===== src/design/exif_ifd0_orientation_scan_core_assert.svh =====
// Assertion shorthands for the orientation scan core.
// Each expects signals named clk and rst in the scope where it is used.
`ifndef EXIF_IFD0_ORIENTATION_SCAN_CORE_ASSERT_SVH
`define EXIF_IFD0_ORIENTATION_SCAN_CORE_ASSERT_SVH

// Plain property, checked on every edge out of reset.
`define EIOS_ASSERT(lbl, prop, msg) \
  lbl: assert property (@(posedge clk) disable iff (rst) (prop)) else $error(msg);

// Same-cycle implication.
`define EIOS_ASSERT_IMP(lbl, ante, cons, msg) \
  lbl: assert property (@(posedge clk) disable iff (rst) (ante) |-> (cons)) else $error(msg);

`endif


===== src/design/eios_pkg.sv =====
package eios_pkg;

  // Default sizing
  localparam int MAX_ENTRIES_DEF = 256;
  localparam int MAX_LEN_DEF     = 65536;

  // Layout of the payload
  localparam int unsigned ID_LEN    = 6;
  localparam int unsigned HDR_LEN   = 8;
  localparam int unsigned ENTRY_LEN = 12;

  // Tags, kinds and header codes
  localparam logic [15:0] TAG_ORIENT = 16'h0112;
  localparam logic [15:0] TAG_GPS    = 16'h8825;
  localparam logic [15:0] KIND_SHORT = 16'd3;
  localparam logic [15:0] KIND_LONG  = 16'd4;
  localparam logic [15:0] MAGIC      = 16'd42;
  localparam logic [7:0]  CHAR_I     = 8'h49;
  localparam logic [7:0]  CHAR_M     = 8'h4D;

  typedef enum logic [1:0] {
    STATUS_OK        = 2'd0,
    STATUS_NOT_EXIF  = 2'd1,
    STATUS_MALFORMED = 2'd2
  } status_t;

  // One input item
  typedef struct packed {
    logic [7:0] data_byte;
    logic       last_byte;
  } item_t;

  // One result item
  typedef struct packed {
    status_t    status;
    logic       valid_res;
    logic       order_mm;
    logic [3:0] orientation;
    logic       has_gps;
    logic       has_next_ifd;
    logic [8:0] ifd_entries;
  } result_t;

  // Identifier byte at a given position ("Exif" then two zeros)
  function automatic logic [7:0] exif_id_byte(input logic [2:0] idx);
    logic [7:0] val;
    case (idx)
      3'd0:    val = 8'h45;
      3'd1:    val = 8'h78;
      3'd2:    val = 8'h69;
      3'd3:    val = 8'h66;
      default: val = 8'h00;
    endcase
    return val;
  endfunction

  // Raw words hold the first byte highest; swap for little-endian order
  function automatic logic [15:0] ord16(input logic [15:0] raw, input logic big);
    return big ? raw : {raw[7:0], raw[15:8]};
  endfunction

  function automatic logic [31:0] ord32(input logic [31:0] raw, input logic big);
    return big ? raw : {raw[7:0], raw[15:8], raw[23:16], raw[31:24]};
  endfunction

endpackage


===== src/design/exif_ifd0_orientation_scan_core.sv =====
// Exif IFD0 orientation scanner.
// Input channel s_*: one APP1 payload byte per item, starting at the "Exif"
// identifier, with s_tlast on the final byte. Output channel m_*: one result
// per payload, issued for the byte marked last (status, byte order,
// orientation, GPS and next-IFD flags, entry count).
// Throughput: one byte per cycle while no last byte waits on a pending
// result, set by the single scan stage that updates the header, directory
// and entry state for each byte. An accepted byte is scanned from the input
// register; the result of a last byte is registered in the output register
// as that byte is scanned and is then shown on m_tvalid.
// Reset (rst, synchronous) empties both registers and clears the scan state;
// the state also returns to reset after every last byte, so the next payload
// may follow at once.
// Stall: a waiting result holds in the output register while non-last bytes
// keep flowing; only a further last byte waits in the input register, which
// then drops s_tready until m_tready takes the pending result.
// Bytes past MAX_LEN are ignored; MAX_ENTRIES caps the accepted entry count.
`include "exif_ifd0_orientation_scan_core_assert.svh"

module exif_ifd0_orientation_scan_core #(
  parameter int MAX_ENTRIES = eios_pkg::MAX_ENTRIES_DEF,
  parameter int MAX_LEN     = eios_pkg::MAX_LEN_DEF
) (
  input  logic        clk,
  input  logic        rst,
  input  logic        s_tvalid,
  output logic        s_tready,
  input  logic [7:0]  s_tdata,   // data_byte
  input  logic        s_tlast,   // last_byte
  output logic        m_tvalid,
  input  logic        m_tready,
  output logic [23:0] m_tdata    // status[1:0], valid_res, order_mm, orientation[3:0],
                                 // has_gps, has_next_ifd, ifd_entries[8:0], zero pad
);
  import eios_pkg::*;

  logic    in_valid;
  item_t   in_item;
  logic    fire;
  result_t result;
  logic    out_ok;
  logic    last_blocked;

  // Scan the held byte unless it is a last byte and the result slot stays full
  assign fire = in_valid && (!in_item.last_byte || !m_tvalid || m_tready);

  eios_in_reg u_in_reg (
    .clk      (clk),
    .rst      (rst),
    .s_tvalid (s_tvalid),
    .s_tready (s_tready),
    .s_tdata  (s_tdata),
    .s_tlast  (s_tlast),
    .fire     (fire),
    .in_valid (in_valid),
    .in_item  (in_item)
  );

  eios_scan #(
    .MAX_ENTRIES (MAX_ENTRIES),
    .MAX_LEN     (MAX_LEN)
  ) u_scan (
    .clk    (clk),
    .rst    (rst),
    .fire   (fire),
    .item   (in_item),
    .result (result)
  );

  eios_out_reg u_out_reg (
    .clk      (clk),
    .rst      (rst),
    .load     (fire && in_item.last_byte),
    .result   (result),
    .m_tvalid (m_tvalid),
    .m_tready (m_tready),
    .m_tdata  (m_tdata)
  );

  // Checks
  assign out_ok       = m_tvalid && (m_tdata[1:0] == STATUS_OK);
  assign last_blocked = in_valid && in_item.last_byte && m_tvalid && !m_tready;

  `EIOS_ASSERT_IMP(a_ok_means_valid, m_tvalid, out_ok == m_tdata[2], "valid flag wrong")
  `EIOS_ASSERT_IMP(a_fail_clear, m_tvalid && !out_ok, m_tdata[18:4] == 15'd0, "failure fields")
  `EIOS_ASSERT_IMP(a_orient_range, m_tvalid, m_tdata[7:4] <= 4'd8, "orientation out of range")
  `EIOS_ASSERT_IMP(a_stall_only_on_last, !s_tready, last_blocked, "input stalled without cause")

endmodule


===== src/design/eios_in_reg.sv =====
module eios_in_reg (
  input  logic          clk,
  input  logic          rst,
  input  logic          s_tvalid,
  output logic          s_tready,
  input  logic [7:0]    s_tdata,   // data_byte
  input  logic          s_tlast,   // last_byte
  input  logic          fire,
  output logic          in_valid,
  output eios_pkg::item_t in_item
);
  import eios_pkg::*;

  logic load;

  // Free when empty or when the held item moves on this cycle
  assign s_tready = !in_valid || fire;
  assign load     = s_tvalid && s_tready;

  // Track occupancy
  always_ff @(posedge clk) begin
    if (rst) begin
      in_valid <= 1'b0;
    end else if (load) begin
      in_valid <= 1'b1;
    end else if (fire) begin
      in_valid <= 1'b0;
    end
  end

  // Capture the item
  always_ff @(posedge clk) begin
    if (load) begin
      in_item.data_byte <= s_tdata;
      in_item.last_byte <= s_tlast;
    end
  end

endmodule


===== src/design/eios_scan.sv =====
module eios_scan #(
  parameter int MAX_ENTRIES = eios_pkg::MAX_ENTRIES_DEF,
  parameter int MAX_LEN     = eios_pkg::MAX_LEN_DEF
) (
  input  logic              clk,
  input  logic              rst,
  input  logic              fire,
  input  eios_pkg::item_t   item,
  output eios_pkg::result_t result
);
  import eios_pkg::*;

  localparam int PW = $clog2(MAX_LEN + 1);
  localparam logic [PW-1:0] LenMax = PW'(MAX_LEN);
  localparam logic [PW-1:0] IdLen  = PW'(ID_LEN);
  localparam logic [PW-1:0] HdrLen = PW'(HDR_LEN);
  localparam logic [16:0]   EntMax = 17'(MAX_ENTRIES);

  // Scan state
  logic [PW-1:0] pos, pos_next;
  logic          order_big, order_big_next;
  logic [31:0]   field_shift, field_shift_next;
  logic [31:0]   ifd_offset, ifd_offset_next;
  logic [15:0]   entries, entries_next;
  logic [63:0]   entry_fields, entry_fields_next;
  logic [3:0]    found_orient, found_orient_next;
  logic [3:0]    flags, flags_next;
  logic [34:0]   end_pos, end_pos_next;
  logic          end_valid, end_valid_next;
  logic [3:0]    rel, rel_next;

  logic [7:0]    b;
  logic [PW-1:0] t;
  logic [34:0]   t_ext;
  logic [34:0]   base;
  logic [31:0]   fs_shift;
  logic [15:0]   cnt_new;
  logic [15:0]   tag;
  logic [15:0]   kind;
  logic [31:0]   n_vals;
  logic [31:0]   val;
  logic          val_ok;
  logic [PW-1:0] tlen;
  logic [34:0]   tlen_ext;

  assign b        = item.data_byte;
  assign t        = pos - IdLen;
  assign t_ext    = 35'(t);
  assign base     = 35'(ifd_offset);
  assign fs_shift = {field_shift[23:0], b};
  assign cnt_new  = ord16({field_shift[7:0], b}, order_big);

  // Decode a finished entry
  always_comb begin
    tag    = ord16(entry_fields[63:48], order_big);
    kind   = ord16(entry_fields[47:32], order_big);
    n_vals = ord32(entry_fields[31:0], order_big);
    val_ok = 1'b0;
    val    = 32'd0;
    if (kind == KIND_SHORT) begin
      val    = 32'(ord16(fs_shift[31:16], order_big));
      val_ok = 1'b1;
    end else if (kind == KIND_LONG) begin
      val    = ord32(fs_shift, order_big);
      val_ok = 1'b1;
    end
  end

  // Advance the scan by one byte
  always_comb begin
    pos_next          = pos;
    order_big_next    = order_big;
    field_shift_next  = field_shift;
    ifd_offset_next   = ifd_offset;
    entries_next      = entries;
    entry_fields_next = entry_fields;
    found_orient_next = found_orient;
    flags_next        = flags;
    end_pos_next      = end_pos;
    end_valid_next    = end_valid;
    rel_next          = rel;
    if (pos < LenMax) begin
      pos_next = pos + 1'b1;
      if (pos < IdLen) begin
        if (b != exif_id_byte(pos[2:0])) begin
          flags_next[0] = 1'b1;
        end
      end else if (t < HdrLen) begin
        field_shift_next = fs_shift;
        case (t[2:0])
          3'd1: begin
            if (field_shift[7:0] == CHAR_I && b == CHAR_I) begin
              order_big_next = 1'b0;
            end else if (field_shift[7:0] == CHAR_M && b == CHAR_M) begin
              order_big_next = 1'b1;
            end else begin
              flags_next[1] = 1'b1;
            end
          end
          3'd3: begin
            if (ord16(fs_shift[15:0], order_big) != MAGIC) begin
              flags_next[1] = 1'b1;
            end
          end
          3'd7:    ifd_offset_next = ord32(fs_shift, order_big);
          default: ;
        endcase
      end else if (!flags[1] && ifd_offset >= 32'(HDR_LEN)) begin
        if (t_ext == base) begin
          field_shift_next = {24'd0, b};
        end else if (t_ext == base + 35'd1) begin
          // Entry count read: fix the end of the directory
          entries_next   = cnt_new;
          end_pos_next   = base + 35'd2 + 35'({cnt_new, 3'b000}) + 35'({cnt_new, 2'b00});
          end_valid_next = 1'b1;
          rel_next       = 4'd0;
        end else if (end_valid) begin
          if (t_ext < end_pos) begin
            rel_next = (rel == 4'(ENTRY_LEN - 1)) ? 4'd0 : rel + 4'd1;
            if (rel < 4'd8) begin
              entry_fields_next = {entry_fields[55:0], b};
            end else begin
              field_shift_next = fs_shift;
              if (rel == 4'(ENTRY_LEN - 1)) begin
                if (tag == TAG_GPS) begin
                  flags_next[2] = 1'b1;
                end else if (tag == TAG_ORIENT && n_vals == 32'd1 && val_ok &&
                             val >= 32'd1 && val <= 32'd8) begin
                  found_orient_next = val[3:0];
                end
              end
            end
          end else if (t_ext < end_pos + 35'd4) begin
            field_shift_next = fs_shift;
            if (t_ext == end_pos + 35'd3 && fs_shift != 32'd0) begin
              flags_next[3] = 1'b1;
            end
          end
        end
      end
    end
  end

  // Judge the payload as it stands after this byte
  assign tlen     = pos_next - IdLen;
  assign tlen_ext = 35'(tlen);

  always_comb begin
    result = '0;
    if (pos_next < IdLen || flags_next[0]) begin
      result.status = STATUS_NOT_EXIF;
    end else begin
      result.status = STATUS_MALFORMED;
      if (tlen >= HdrLen && !flags_next[1]) begin
        result.order_mm = order_big_next;
        if (ifd_offset >= 32'(HDR_LEN) && base + 35'd2 <= tlen_ext &&
            {1'b0, entries} <= EntMax && end_valid && end_pos + 35'd4 <= tlen_ext) begin
          result.status       = STATUS_OK;
          result.valid_res    = 1'b1;
          result.orientation  = found_orient_next;
          result.has_gps      = flags_next[2];
          result.has_next_ifd = flags_next[3];
          result.ifd_entries  = entries[8:0];
        end
      end
    end
  end

  // State register; a last byte returns everything to its reset value
  always_ff @(posedge clk) begin
    if (rst || (fire && item.last_byte)) begin
      pos          <= '0;
      order_big    <= 1'b0;
      field_shift  <= '0;
      ifd_offset   <= '0;
      entries      <= '0;
      entry_fields <= '0;
      found_orient <= '0;
      flags        <= '0;
      end_pos      <= '0;
      end_valid    <= 1'b0;
      rel          <= '0;
    end else if (fire) begin
      pos          <= pos_next;
      order_big    <= order_big_next;
      field_shift  <= field_shift_next;
      ifd_offset   <= ifd_offset_next;
      entries      <= entries_next;
      entry_fields <= entry_fields_next;
      found_orient <= found_orient_next;
      flags        <= flags_next;
      end_pos      <= end_pos_next;
      end_valid    <= end_valid_next;
      rel          <= rel_next;
    end
  end

endmodule


===== src/design/eios_out_reg.sv =====
module eios_out_reg (
  input  logic              clk,
  input  logic              rst,
  input  logic              load,
  input  eios_pkg::result_t result,
  output logic              m_tvalid,
  input  logic              m_tready,
  output logic [23:0]       m_tdata   // status[1:0], valid_res, order_mm,
                                      // orientation[3:0], has_gps, has_next_ifd,
                                      // ifd_entries[8:0], zero pad
);
  import eios_pkg::*;

  result_t held;

  // Hold the result until the receiver takes it
  always_ff @(posedge clk) begin
    if (rst) begin
      m_tvalid <= 1'b0;
    end else if (load) begin
      m_tvalid <= 1'b1;
    end else if (m_tready) begin
      m_tvalid <= 1'b0;
    end
  end

  always_ff @(posedge clk) begin
    if (load) begin
      held <= result;
    end
  end

  // Pack lowest field first
  assign m_tdata = {5'd0, held.ifd_entries, held.has_next_ifd, held.has_gps,
                    held.orientation, held.order_mm, held.valid_res, held.status};

endmodule

===== config.mk =====
export PLATFORM = sky130hd
export DESIGN_NAME = exif_ifd0_orientation_scan_core
export DESIGN_NICKNAME = d
export VERILOG_FILES = /design/src/design/eios_pkg.sv /design/src/design/exif_ifd0_orientation_scan_core.sv /design/src/design/eios_in_reg.sv /design/src/design/eios_scan.sv /design/src/design/eios_out_reg.sv
export VERILOG_INCLUDE_DIRS = /design/src /design/src/design
export SDC_FILE = /design/constraint.sdc
export NUM_CORES = 1
export LEC_CHECK = 0
export BUFFER_PORTS_ARGS = -buffer_cell sky130_fd_sc_hd__buf_2
export CAP_MARGIN = 15
export CORE_ASPECT_RATIO = 2
export CORE_UTILIZATION = 45
export DETAILED_ROUTE_END_ITERATION = 8
export GPL_TIMING_DRIVEN = 0
export PLACE_DENSITY = 0.59
export SLEW_MARGIN = 20
export SYNTH_ARGS = -nofsm -noshare
export SYNTH_HDL_FRONTEND = slang
export SYNTH_SLANG_ARGS = --single-unit

===== constraint.sdc =====
create_clock -name clk -period 6.1 [get_ports clk]
set_input_delay 1.22 -clock clk [delete_from_list [all_inputs] [get_ports clk]]
set_output_delay 1.22 -clock clk [all_outputs]
set_load 0.02 [all_outputs]

== Word level (Yosys, flattened, before mapping) ==
Index checks and enable logic that the tools add are counted.

* Divide/modulo/power cells: 0
* Eq/ne operators: 23
* Muxes and demuxes: 72
* Multiply operators: 0
* $lt $le $gt $ge: 14
* Bitwise gates (word level): 6
* $add $sub $neg: 10
* Shifts and indexed selects: 0
* Reductions and logical operators: 42

{| class="wikitable"
|+ Operators by type and width
! operator !! count
|-
| two-way mux 24 bit || 8
|-
| two-way mux 32 bit || 4
|-
| == test 17 x 35 -> 1 bit || 2
|-
| <= comparator 35 x 17 -> 1 bit || 2
|-
| < comparator 17 x 35 -> 1 bit || 2
|-
| two-way mux 4 bit || 17
|-
| two-way mux 16 bit || 4
|-
| adder 35 x 18 -> 35 bit || 1
|-
| adder 35 x 19 -> 35 bit || 1
|-
| adder 35 x 2 -> 35 bit, second input constant || 1
|-
| adder 35 x 3 -> 35 bit, second input constant || 1
|-
| < comparator 17 x 3 -> 1 bit, second input constant || 2
|-
| subtractor 17 x 3 -> 17 bit, second input constant || 2
|-
| adder 32 x 1 -> 33 bit, second input constant || 1
|-
| adder 32 x 2 -> 33 bit, second input constant || 1
|-
| == test 17 x 32 -> 1 bit || 1
|-
| == test 32 x 1 -> 1 bit, second input constant || 1
|-
| == test 8 x 7 -> 1 bit, second input constant || 4
|-
| greater-or-equal comparator 32 x 1 -> 1 bit, second input constant || 1
|-
| greater-or-equal comparator 32 x 4 -> 1 bit, second input constant || 1
|-
| <= comparator 32 x 4 -> 1 bit, second input constant || 1
|-
| nonzero test 32 bit || 1
|-
| case mux 7 bit (4 select lines) || 1
|-
| two-way mux 1 bit || 25
|-
| other kinds (40) || 82
|}

* Memories: 0
* Input port bits: 13
* Output and inout port bits: 26
* ROM bits: 0
* Word-level logic and storage cells: 189
* Register bits after elaboration: 232
* RAM bits: 0
* Bits in latches: 0

== Depth between registers and ports, before layout ==
Gate-level depths: netlist of run 1.

* Depth after elaboration: 21
* Depth in mapped cells: 21
* Depth with buffers taken out: 19

== Cells and area by module ==
A second synthesis of run 1 with hierarchy kept.

* Cells, all modules: 2,274
* Area, all modules: 18,328.8 um^2

{| class="wikitable"
|+ Modules (own cells, without submodules)
! module !! times used !! area an instance (um^2) !! cells an instance !! seq. area each (um^2)
|-
| eios_scan || 1 || 17,320.4 || 2,227 || 4,023.9
|-
| eios_out_reg || 1 || 650.6 || 29 || 590.6
|-
| eios_in_reg || 1 || 325.3 || 14 || 290.3
|-
| exif_ifd0_orientation_scan_core || 1 || 32.5 || 4 || 0.0
|}

== Worst setup path before layout of run 1 ==
Ideal clock, no wire load.

* Path type: register -> register
* Start point: register u_scan.pos[1]
* End point: register u_out_reg.held, in the netlist u_out_reg.m_tdata[10] (data pin)
* Buffers on the path: 3
* Data arrival time: 4.374 ns
* Library setup time: 0.255 ns
* Period minus slack after synthesis: 4.629 ns
* Path slack: 1.471 ns
* Cell stages (with the launch flop): 22
* Data required time: 5.845 ns
* Path through: dfxtp_1 > buf_1 > inv_1 > ha_1 > nand2b_1 > nand2_1 > ha_1 > nor3b_2 > and4_1 > buf_2 > nand2_1 > xnor2_1 > ha_1 > o21ai_0 > a211oi_1 > o21ai_0 > o21ai_0 > mux2i_1 > a221oi_1 > a2111oi_4 > buf_6 > and2_1

* Word-level cells in the longest chain between the ends: 10
* Elaborated cells on any way between the ends: 37
* Those cells by class: 3 x add/sub; 7 x order compare; 6 x eq/ne; 10 x mux; 2 x bitwise; 9 x reduce/logical

{| class="wikitable"
|+ RTL lines
! item !! line !! RTL
|-
| start, declared || eios_scan.sv:20 || <nowiki>logic [PW-1:0] pos, pos_next;</nowiki>
|-
| start signal, assigned || eios_scan.sv:184 || <nowiki>pos <= pos_next;</nowiki>
|-
| adder 17 x 1 -> 17 bit / < comparator 17 bit (equally long branches) || eios_scan.sv:83, eios_scan.sv:82 ||
|-
| two-way mux 17 bit (*) || eios_scan.sv:82 || <nowiki>if (pos < LenMax) begin</nowiki>
|-
| named net u_scan.pos_next[1] || eios_scan.sv:20 ||
|-
| subtractor 17 x 3 -> 17 bit || eios_scan.sv:145 || <nowiki>assign tlen = pos_next - IdLen;</nowiki>
|-
| <= comparator 35 x 17 -> 1 bit || eios_scan.sv:156 || <nowiki>if (ifd_offset >= 32'(HDR_LEN) && base + 35'd2 <= tlen_ext &&</nowiki>
|-
| logical AND 1 bit (2 in series) || eios_scan.sv:156 ||
|-
| logical AND 1 bit (2 in series) || eios_scan.sv:157 || <nowiki>{1'b0, entries} <= EntMax && end_valid && end_pos + 35'd4 <= tlen_ext) begin</nowiki>
|-
| NOT 1 bit (no source line) || - ||
|-
| OR reduction 3 bit (no source line) (*) || - ||
|-
| end signal, assigned || eios_out_reg.sv:29 || <nowiki>held <= result;</nowiki>
|-
| end, declared || eios_out_reg.sv:14 || <nowiki>result_t held;</nowiki>
|}

Mark *: on every way through the listed nets, which the timed path passes. The rest lies on a longest branch. The select of a mux whose other input is x is not followed.
A chain may end at the register's enable or synchronous reset.

== Worst setup path after layout of run 1 ==
* Start point: register u_scan.pos[1]
* End point: register u_out_reg.held, in the netlist u_out_reg.m_tdata[11] (data pin)

The elaborated chain is that of the path after synthesis.

==> key figures, run 1 <==
Outcome
  • Outcome: finished, violations left
  • Failing checks: DRC

Synthesis
  • Count leader, synth: nor2_1
  • Synth area leaders: dfxtp_1 (23%), mux2i_1 (9.2%), ha_1 (6.8%)
  • Number of flops mapped to enable cells by yosys: 28
  • Mapped Area: 0.0179 mm^2
  • Area share of the largest cell type after synthesis: 22.7%
  • Cell taking the most area after synthesis: dfxtp_1
  • Commonest cells in the netlist: nor2_1 (254), dfxtp_1 (203), mux2i_1 (165)
  • Yosys warns: 0
  • Post-Synthesis Cells: 2,155
  • Post-synthesis cell type count: 96
  • Primary FF master, synth: dfxtp_1
  • Synth Register Bits: around 230
  • Post-Syn Area per Cell: ~8.3 um^2
  • Ys async rst share: 0%
  • Seq/Total Area, Yosys: 27.3%

Critical path
  • CP cell instances: buf_2, inv_1, ha_1, nand2b_1, nand2_1, ha_1, nor3b_2, nand3_1, xnor2_1, ha_1, o21a_1, o21ai_0, a211oi_1, o21ai_0, o21ai_0, mux2i_1, a221oi_2, a2111oi_4, buf_6, and2_1
  • Setup Crit Path Kind: reg -> reg
  • R2R Setup Slk: 220 ps
  • Worst setup EP type: register
  • Worst Path Buf+Inv: 3
  • Worst Setup SP: u_scan.pos[1]
  • RR Startpoint: u_scan.pos[1]
  • Critical Path RT: about 6500 ps
  • Worst Path Arrival: 6280 ps
  • Crit path largest cell delay: 630 ps
  • Crit-path slowest cell: a2111oi_4
  • Crit path max fanout: 10
  • Top delay family on crit path: compound AO/OA/AOI/OAI gates
  • Crit path launch type: register

Power and ir drop
  • Sequential group share of total power: 47.8%
  • Power Internal: 2.43 mW
  • Clock Power Share: 46.5%
  • VDD IR max: 0.251 mV
  • Switching power: just over 800 uW
  • Logic pwr share: 5.7%
  • Cell Pwr Density: 165 mW/mm^2
  • P_leak: roughly 7.5 nW
  • Sw Share: 24.9%

Min path
  • Hold_sp: u_scan.found_orient[3]
  • Class of the worst hold path: reg -> reg

Floorplan
  • I/O pin cnt: 39
  • FP Rows: 103
  • Starting Density: 45.5%
  • Die W: ~140 um
  • Total die area: 0.0407 mm^2
  • Die Span Y: 284 um
  • Core Region: approximately 0.039 mm^2

CTS
  • CTS tree: yes
  • Max H-tree Level: 1
  • Root Driver: clkbuf_16
  • Clock Pin Slew Worst Setup and Hold Paths: 80 ps
  • TritonCTS Buffers: 23
  • Clk_lat worst skew: 560 ps
  • Clock tree buffer depth: 3
  • Clock sink count: 231
  • Hold_buf cts: 0

Layout
  • Area growth, synth to finish: 9.31%
  • Share of cells above drive strength 1: 8.50%
  • Final instance area: 0.0196 mm^2
  • N_diodes: 0
  • Fill cells: approximately 4k
  • Finished Layout Cells: 2,760
  • Final nets: 2,345

STA
  • Slew margin rel.: 25.6%
  • Setup TNS: 0 ps
  • Final Hold Fails: 0
  • Final worst setup slack: between 200 and 250 ps
  • Worst-Margin Slew: 1110 ps
  • Worst Clk Skew: 29.2 ps
  • Final setup violation count: 0
  • F_max: 170 MHz
  • Min Tclk post-route: ~5900 ps
  • Max Slew Vio Count: 0
  • Final Cycle Share: a little over nine tenths

Drt
  • Routed WL: 69.8 mm
  • DRT Pass-1 Iters: 7
  • Antenna-violating nets left: 0
  • Met2 wire len: 36.1 mm
  • DR top layer: met4
  • # DRC: 2
  • Via count: 16.9k
  • WL met3: 2.87 mm
  • Via density: 6.12
  • WL/cell: 25.3 um
  • Iter 0 DRT Violations: 994
  • Routed metal-1 wire length: between 20 and 25 mm

Placed design
  • Dpl hpwl: 56.7 mm
  • Placed insts: 2,718
  • Gpl congestion: 0.972
  • Port bufs: 33
  • Post-DP Area: 0.0188 mm^2
  • Placement Setup Slack: -128 ps

Global route
  • Largest net degree at the start of global routing: 23
  • Gr usage total: 34.6%
  • Number of global-route vias before repair: 17.0k
  • First-pass GRT wire length: approximately 100 mm
  • Gr ovfl total: 0
  • Initial antenna violation count: 0

Flow run
  • Max-Cap Viols: 0
==> layout make-up <==
cell class	instances	area [um^2]	share of cell area, %
multi-input combinational	1691	12100	61.7
sequential	231	4900	25.0
buffer	155	697	3.55
tap	525	657	3.35
clock buffer	28	594	3.03
inverter	82	308	1.57
clock inverter	14	173	0.881
timing repair buffer	34	173	0.881
==> flip-flops by register name (all words and copies together), names as in the netlist <==
name / count
u_scan.end_pos: 34
u_scan.field_shift: 24
u_scan.rel: 4
u_scan.entry_fields: 64
u_scan.flags: 4
u_out_reg.m_tvalid: 1
u_scan.end_valid: 1
u_scan.entries: 16
u_in_reg.in_valid: 1
u_scan.pos: 17
u_scan.ifd_offset: 32
u_scan.order_big: 1
u_out_reg.m_tdata: 19
u_in_reg.in_item: 9
u_scan.found_orient: 4
==> kinds of logic after synthesis <==
family	share of synthesized area [%]
simple gates	25.7
buf+inv	5.59
compound gates	13.2
mux	10.5
flops	27.3
xor+xnor	9.13
fa+ha+maj	8.62
other cells	0.0209
==> power by group through the flow <==
stage | Combinational (mW) | Sequential, mW | Clock [mW]
5_1_grt | 0.200 | 1.55 | 1.58
4_1_cts | 0.182 | 1.55 | 1.52
3_3_place_gp | 0.179 | 1.58 | 0
3_5_place_dp | 0.182 | 1.58 | 0
6_report | 0.184 | 1.55 | 1.51
2_1_floorplan | 0.115 | 1.58 | 0
==> routing by layer <==
metal	GRT usage [%]	up-vias
met5	0	-
met1	31.1	8052
li1	-	7955
met3	4.46	309
met2	63.5	576
met4	35.2	0
==> cells in the final DEF (no fill, tap or decap), drive strengths merged, types with 34 or more instances in the layout <==
cell / instances
a21oi: 61
nand4: 73
ha: 98
clkbuf: 130
nor2: 254
nor3: 54
xor2: 48
inv: 87
a211oi: 42
xnor2: 125
nand3: 73
and3: 34
dfxtp: 203
buf: 87
mux2i: 165
nor4: 73
nand2: 149
o21ai: 54
==> metrics by stage <==
stage	hold WS (ps)	utilization, %	total power [mW]
6_report	461	49.7	3.24
5_1_grt	492	49.7	3.33
4_1_cts	463	49.7	3.25
3_5_place_dp	447	47.7	1.76
3_3_place_gp	442	47.6	1.76
2_1_floorplan	434	-	1.70
==> final timing paths <==
path | cells after the start | endpoint
worst max-delay path | 20 | u_out_reg.m_tdata[11]
worst max register to register | 20 | u_out_reg.m_tdata[11]
worst min-delay path | 2 | u_scan.found_orient[3]
worst min register to register | 2 | u_scan.found_orient[3]
==> what timing repair did <==
| item | 4_1_cts | 5_1_grt |
|---|---|---|
| setup buffers | 0 | 0 |
| gates resized for setup | 1 | 4 |
| pin swaps | 0 | 1 |
| setup endpoints to repair | 10 | 21 |
==> worst register-to-register path, delay by kind of cell, from the launching register on <==
kind	cells	cell delay, ps
adders and majority gates	3	1030
buffers and inverters	3	810
muxes	1	210
DFF	1	620
and+or+nand+nor	5	1090
AOI/OAI and AO/OA	7	1520
xor gates and xnor gates	1	470
Power figures use the tool's default switching activity.
==> inputs of run 2 (changes only) <==
RECOVER_POWER = 100   (was not set)
==> key figures, run 2 (synthesis results as in run 1) <==
Drt
  • Routed metal-1 wire length: 22.8 mm (+1.0%)
  • DR top layer: met4
  • # DRC: 0 (-2)
  • WL/cell: 25.3 um (about the same)
  • Via density: 6.13 (+0.21%)
  • Via count: 16.9k (+0.21%)
  • Routed WL: 69.9 mm (about the same)
  • Iter 0 DRT Violations: 1,011 (+1.7%)
  • DRT Pass-1 Iters: 7 (unchanged)
  • Met2 wire len: 36.0 mm (-0.13%)
  • Antenna-violating nets left: 0 (unchanged)
  • WL met3: 2.67 mm (-6.9%)

STA
  • Final worst setup slack: 227 ps (+5.39 ps)
  • Final setup violation count: 0 (unchanged)
  • Final Cycle Share: 96.3% (about the same)
  • Worst Clk Skew: 31.5 ps (+2.32 ps)
  • Slew margin rel.: -21.2% (-47 points)
  • Final Hold Fails: 0 (unchanged)
  • Worst-Margin Slew: 1800 ps (+695 ps)
  • Min Tclk post-route: 5870 ps (-5.39 ps)
  • Max Slew Vio Count: 9 (+9)
  • F_max: 170 MHz (about the same)
  • Setup TNS: 0 ps (unchanged)

Layout
  • Area growth, synth to finish: 8.94%
  • Share of cells above drive strength 1: 7.38% (-1.1 points)
  • Most common cell after layout, fill and taps aside: nor2_1
  • Biggest regs: u_scan.entry_fields: 64 flops, u_scan.end_pos: 34 flops, u_scan.ifd_offset: 32 flops
  • Fill cells: 3,933 (+0.36%)
  • Largest Register: u_scan.entry_fields
  • Most frequent cells in the layout: nor2_1 (254), dfxtp_1 (203), mux2i_1 (165)
  • Max FFs per register: 64 (unchanged)
  • Final nets: 2,345 (unchanged)
  • Final instance area: 0.0195 mm^2 (-0.34%)
  • N_diodes: 0 (unchanged)

CTS
  • Post-CTS Setup Repair Bufs: 0 (unchanged)
  • Clock tree buffer depth: 3 (unchanged)
  • Root Driver: clkbuf_16
  • Clock Pin Slew Worst Setup and Hold Paths: 90 ps (about the same)
  • TritonCTS Buffers: 23 (unchanged)
  • Hold_buf cts: 0 (unchanged)
  • Clock sink count: 231 (unchanged)
  • Max H-tree Level: 1 (unchanged)
  • Clk_lat worst skew: 560 ps (about the same)
  • CTS tree: yes

Placed design
  • Port bufs: 33 (unchanged)
  • Post-DP Area: 0.0188 mm^2 (unchanged)
  • Dpl hpwl: 56.7 mm (unchanged)
  • Gpl congestion: 0.972 (unchanged)
  • Placement Setup Slack: -128 ps (unchanged)

Critical path
  • Crit path largest cell delay: 620 ps (about the same)
  • CP cell instances: buf_2, inv_1, ha_1, nand2b_1, nand2_1, ha_1, nor3b_2, mux2i_1, a32o_1, xnor2_1, ha_1, o211ai_1, a21oi_1, o21ai_0, o21ai_0, mux2i_1, a221oi_2, a2111oi_4, buf_6, and2_1
  • Worst setup EP type: register
  • R2R depth: 20 (unchanged)
  • Most common cell on crit path: ha_1
  • Setup Crit Path Kind: reg -> reg
  • Worst Path Arrival: 6280 ps (about the same)
  • Crit-path slowest cell: dfxtp_1
  • Critical Path RT: 6510 ps (about the same)
  • Crit path launch type: register
  • R2R Setup Slk: 230 ps (about the same)
  • Crit path max fanout: 10 (unchanged)

Global route
  • Number of global-route vias before repair: 17.0k (unchanged)
  • Largest net degree at the start of global routing: 23 (unchanged)
  • First-pass GRT wire length: 103 mm (unchanged)
  • Gr ovfl total: 0 (unchanged)
  • Initial antenna violation count: 0 (unchanged)
  • Gr usage total: 34.6% (unchanged)

Floorplan
  • I/O pin cnt: 39 (unchanged)
  • Core Region: 0.0394 mm^2 (unchanged)
  • Starting Density: 45.5% (unchanged)
  • Total die area: 0.0407 mm^2 (unchanged)
  • FP Rows: 103 (unchanged)
  • Die W: 143 um (unchanged)
  • Die Span Y: 284 um (unchanged)

Outcome
  • Outcome: finished, violations left
  • Failing checks: capacitance limit, slew limit

Min path
  • Worst Hold Depth: 2 (unchanged)
  • Class of the worst hold path: reg -> reg

Flow run
  • Max-Cap Viols: 1 (+1)

Power and ir drop
  • Total power draw: 3.24 mW (about the same)
  • VDD IR max: 0.251 mV (-0.10%)
  • P_leak: 7.33 nW (-1.6%)
  • Cell Pwr Density: 166 mW/mm^2 (+0.35%)
run 2: cell types whose count changed in the layout (fill, tap and decap cells not counted), moves of 2 or more:
| cell | before | now |
|---|---|---|
| clkbuf_2 | 2 | 8 |
| nor4_4 | 2 | 0 |
| and2_1 | 26 | 22 |
| buf_4 | 14 | 12 |
| buf_1 | 9 | 7 |
| clkbuf_1 | 105 | 129 |
| clkbuf_4 | 0 | 2 |
| buf_2 | 60 | 33 |
| and2_0 | 0 | 4 |
run 2: metrics by stage:
stage,std cells,utilization [%],hold slack (ps)
final,2760,49.6,461
after global routing,2760,49.6,492
after CTS,2760,49.7,463
after floorplan,2159,-,434
after global placement,2717,47.6,442
after detailed placement,2718,47.7,447
run 2: timing repair:
item / 4_1_cts / 5_1_grt
setup endpoints to repair: 10 / 21
pin swaps: 0 / 1
gates resized for setup: 1 / 4
run 2: where the power goes:
| part | switching [mW] | internal [mW] | total, mW | leakage [nW] |
|---|---|---|---|---|
| logic | 0.130 | 0.0535 | 0.184 | 5.03 |
| registers | 0.00420 | 1.54 | 1.55 | 1.93 |
| clock network | 0.671 | 0.835 | 1.51 | 0.374 |
run 2: critical path, delay by kind of cell (launching register included):
kind            cells  cell delay, ps
compound gates      7            1580
xor+xnor            1             430
fa+ha+maj           3            1000
buf+inv             3             790
flops               1             620
mux                 2             350
simple gates        4             910
run 2: metal layers:
| metal | vias up | GRT usage (%) |
|---|---|---|
| li1 | 7957 | - |
| met1 | 8079 | 31.1 |
| met2 | 570 | 63.5 |
| met3 | 321 | 4.46 |
| met4 | 0 | 35.2 |
| met5 | - | 0 |
run 2: worst paths after layout:
path | from | end
setup / recovery | u_scan.pos[1] | u_out_reg.m_tdata[11]
hold / removal | u_scan.found_orient[3] | u_scan.found_orient[3]
setup reg to reg | u_scan.pos[1] | u_out_reg.m_tdata[11]
hold reg to reg | u_scan.found_orient[3] | u_scan.found_orient[3]
run 2: area by class of cell:
class / count / area [um^2] / share of cell area [%]
Buffer: 155 / 689 / 3.53
Clock inverter: 14 / 173 / 0.884
Timing Repair Buffer: 34 / 146 / 0.749
Clock buffer: 28 / 594 / 3.04
Tap cell: 525 / 657 / 3.36
Sequential cell: 231 / 4900 / 25.1
Inverter: 82 / 308 / 1.58
Multi-Input combinational cell: 1691 / 12100 / 61.8
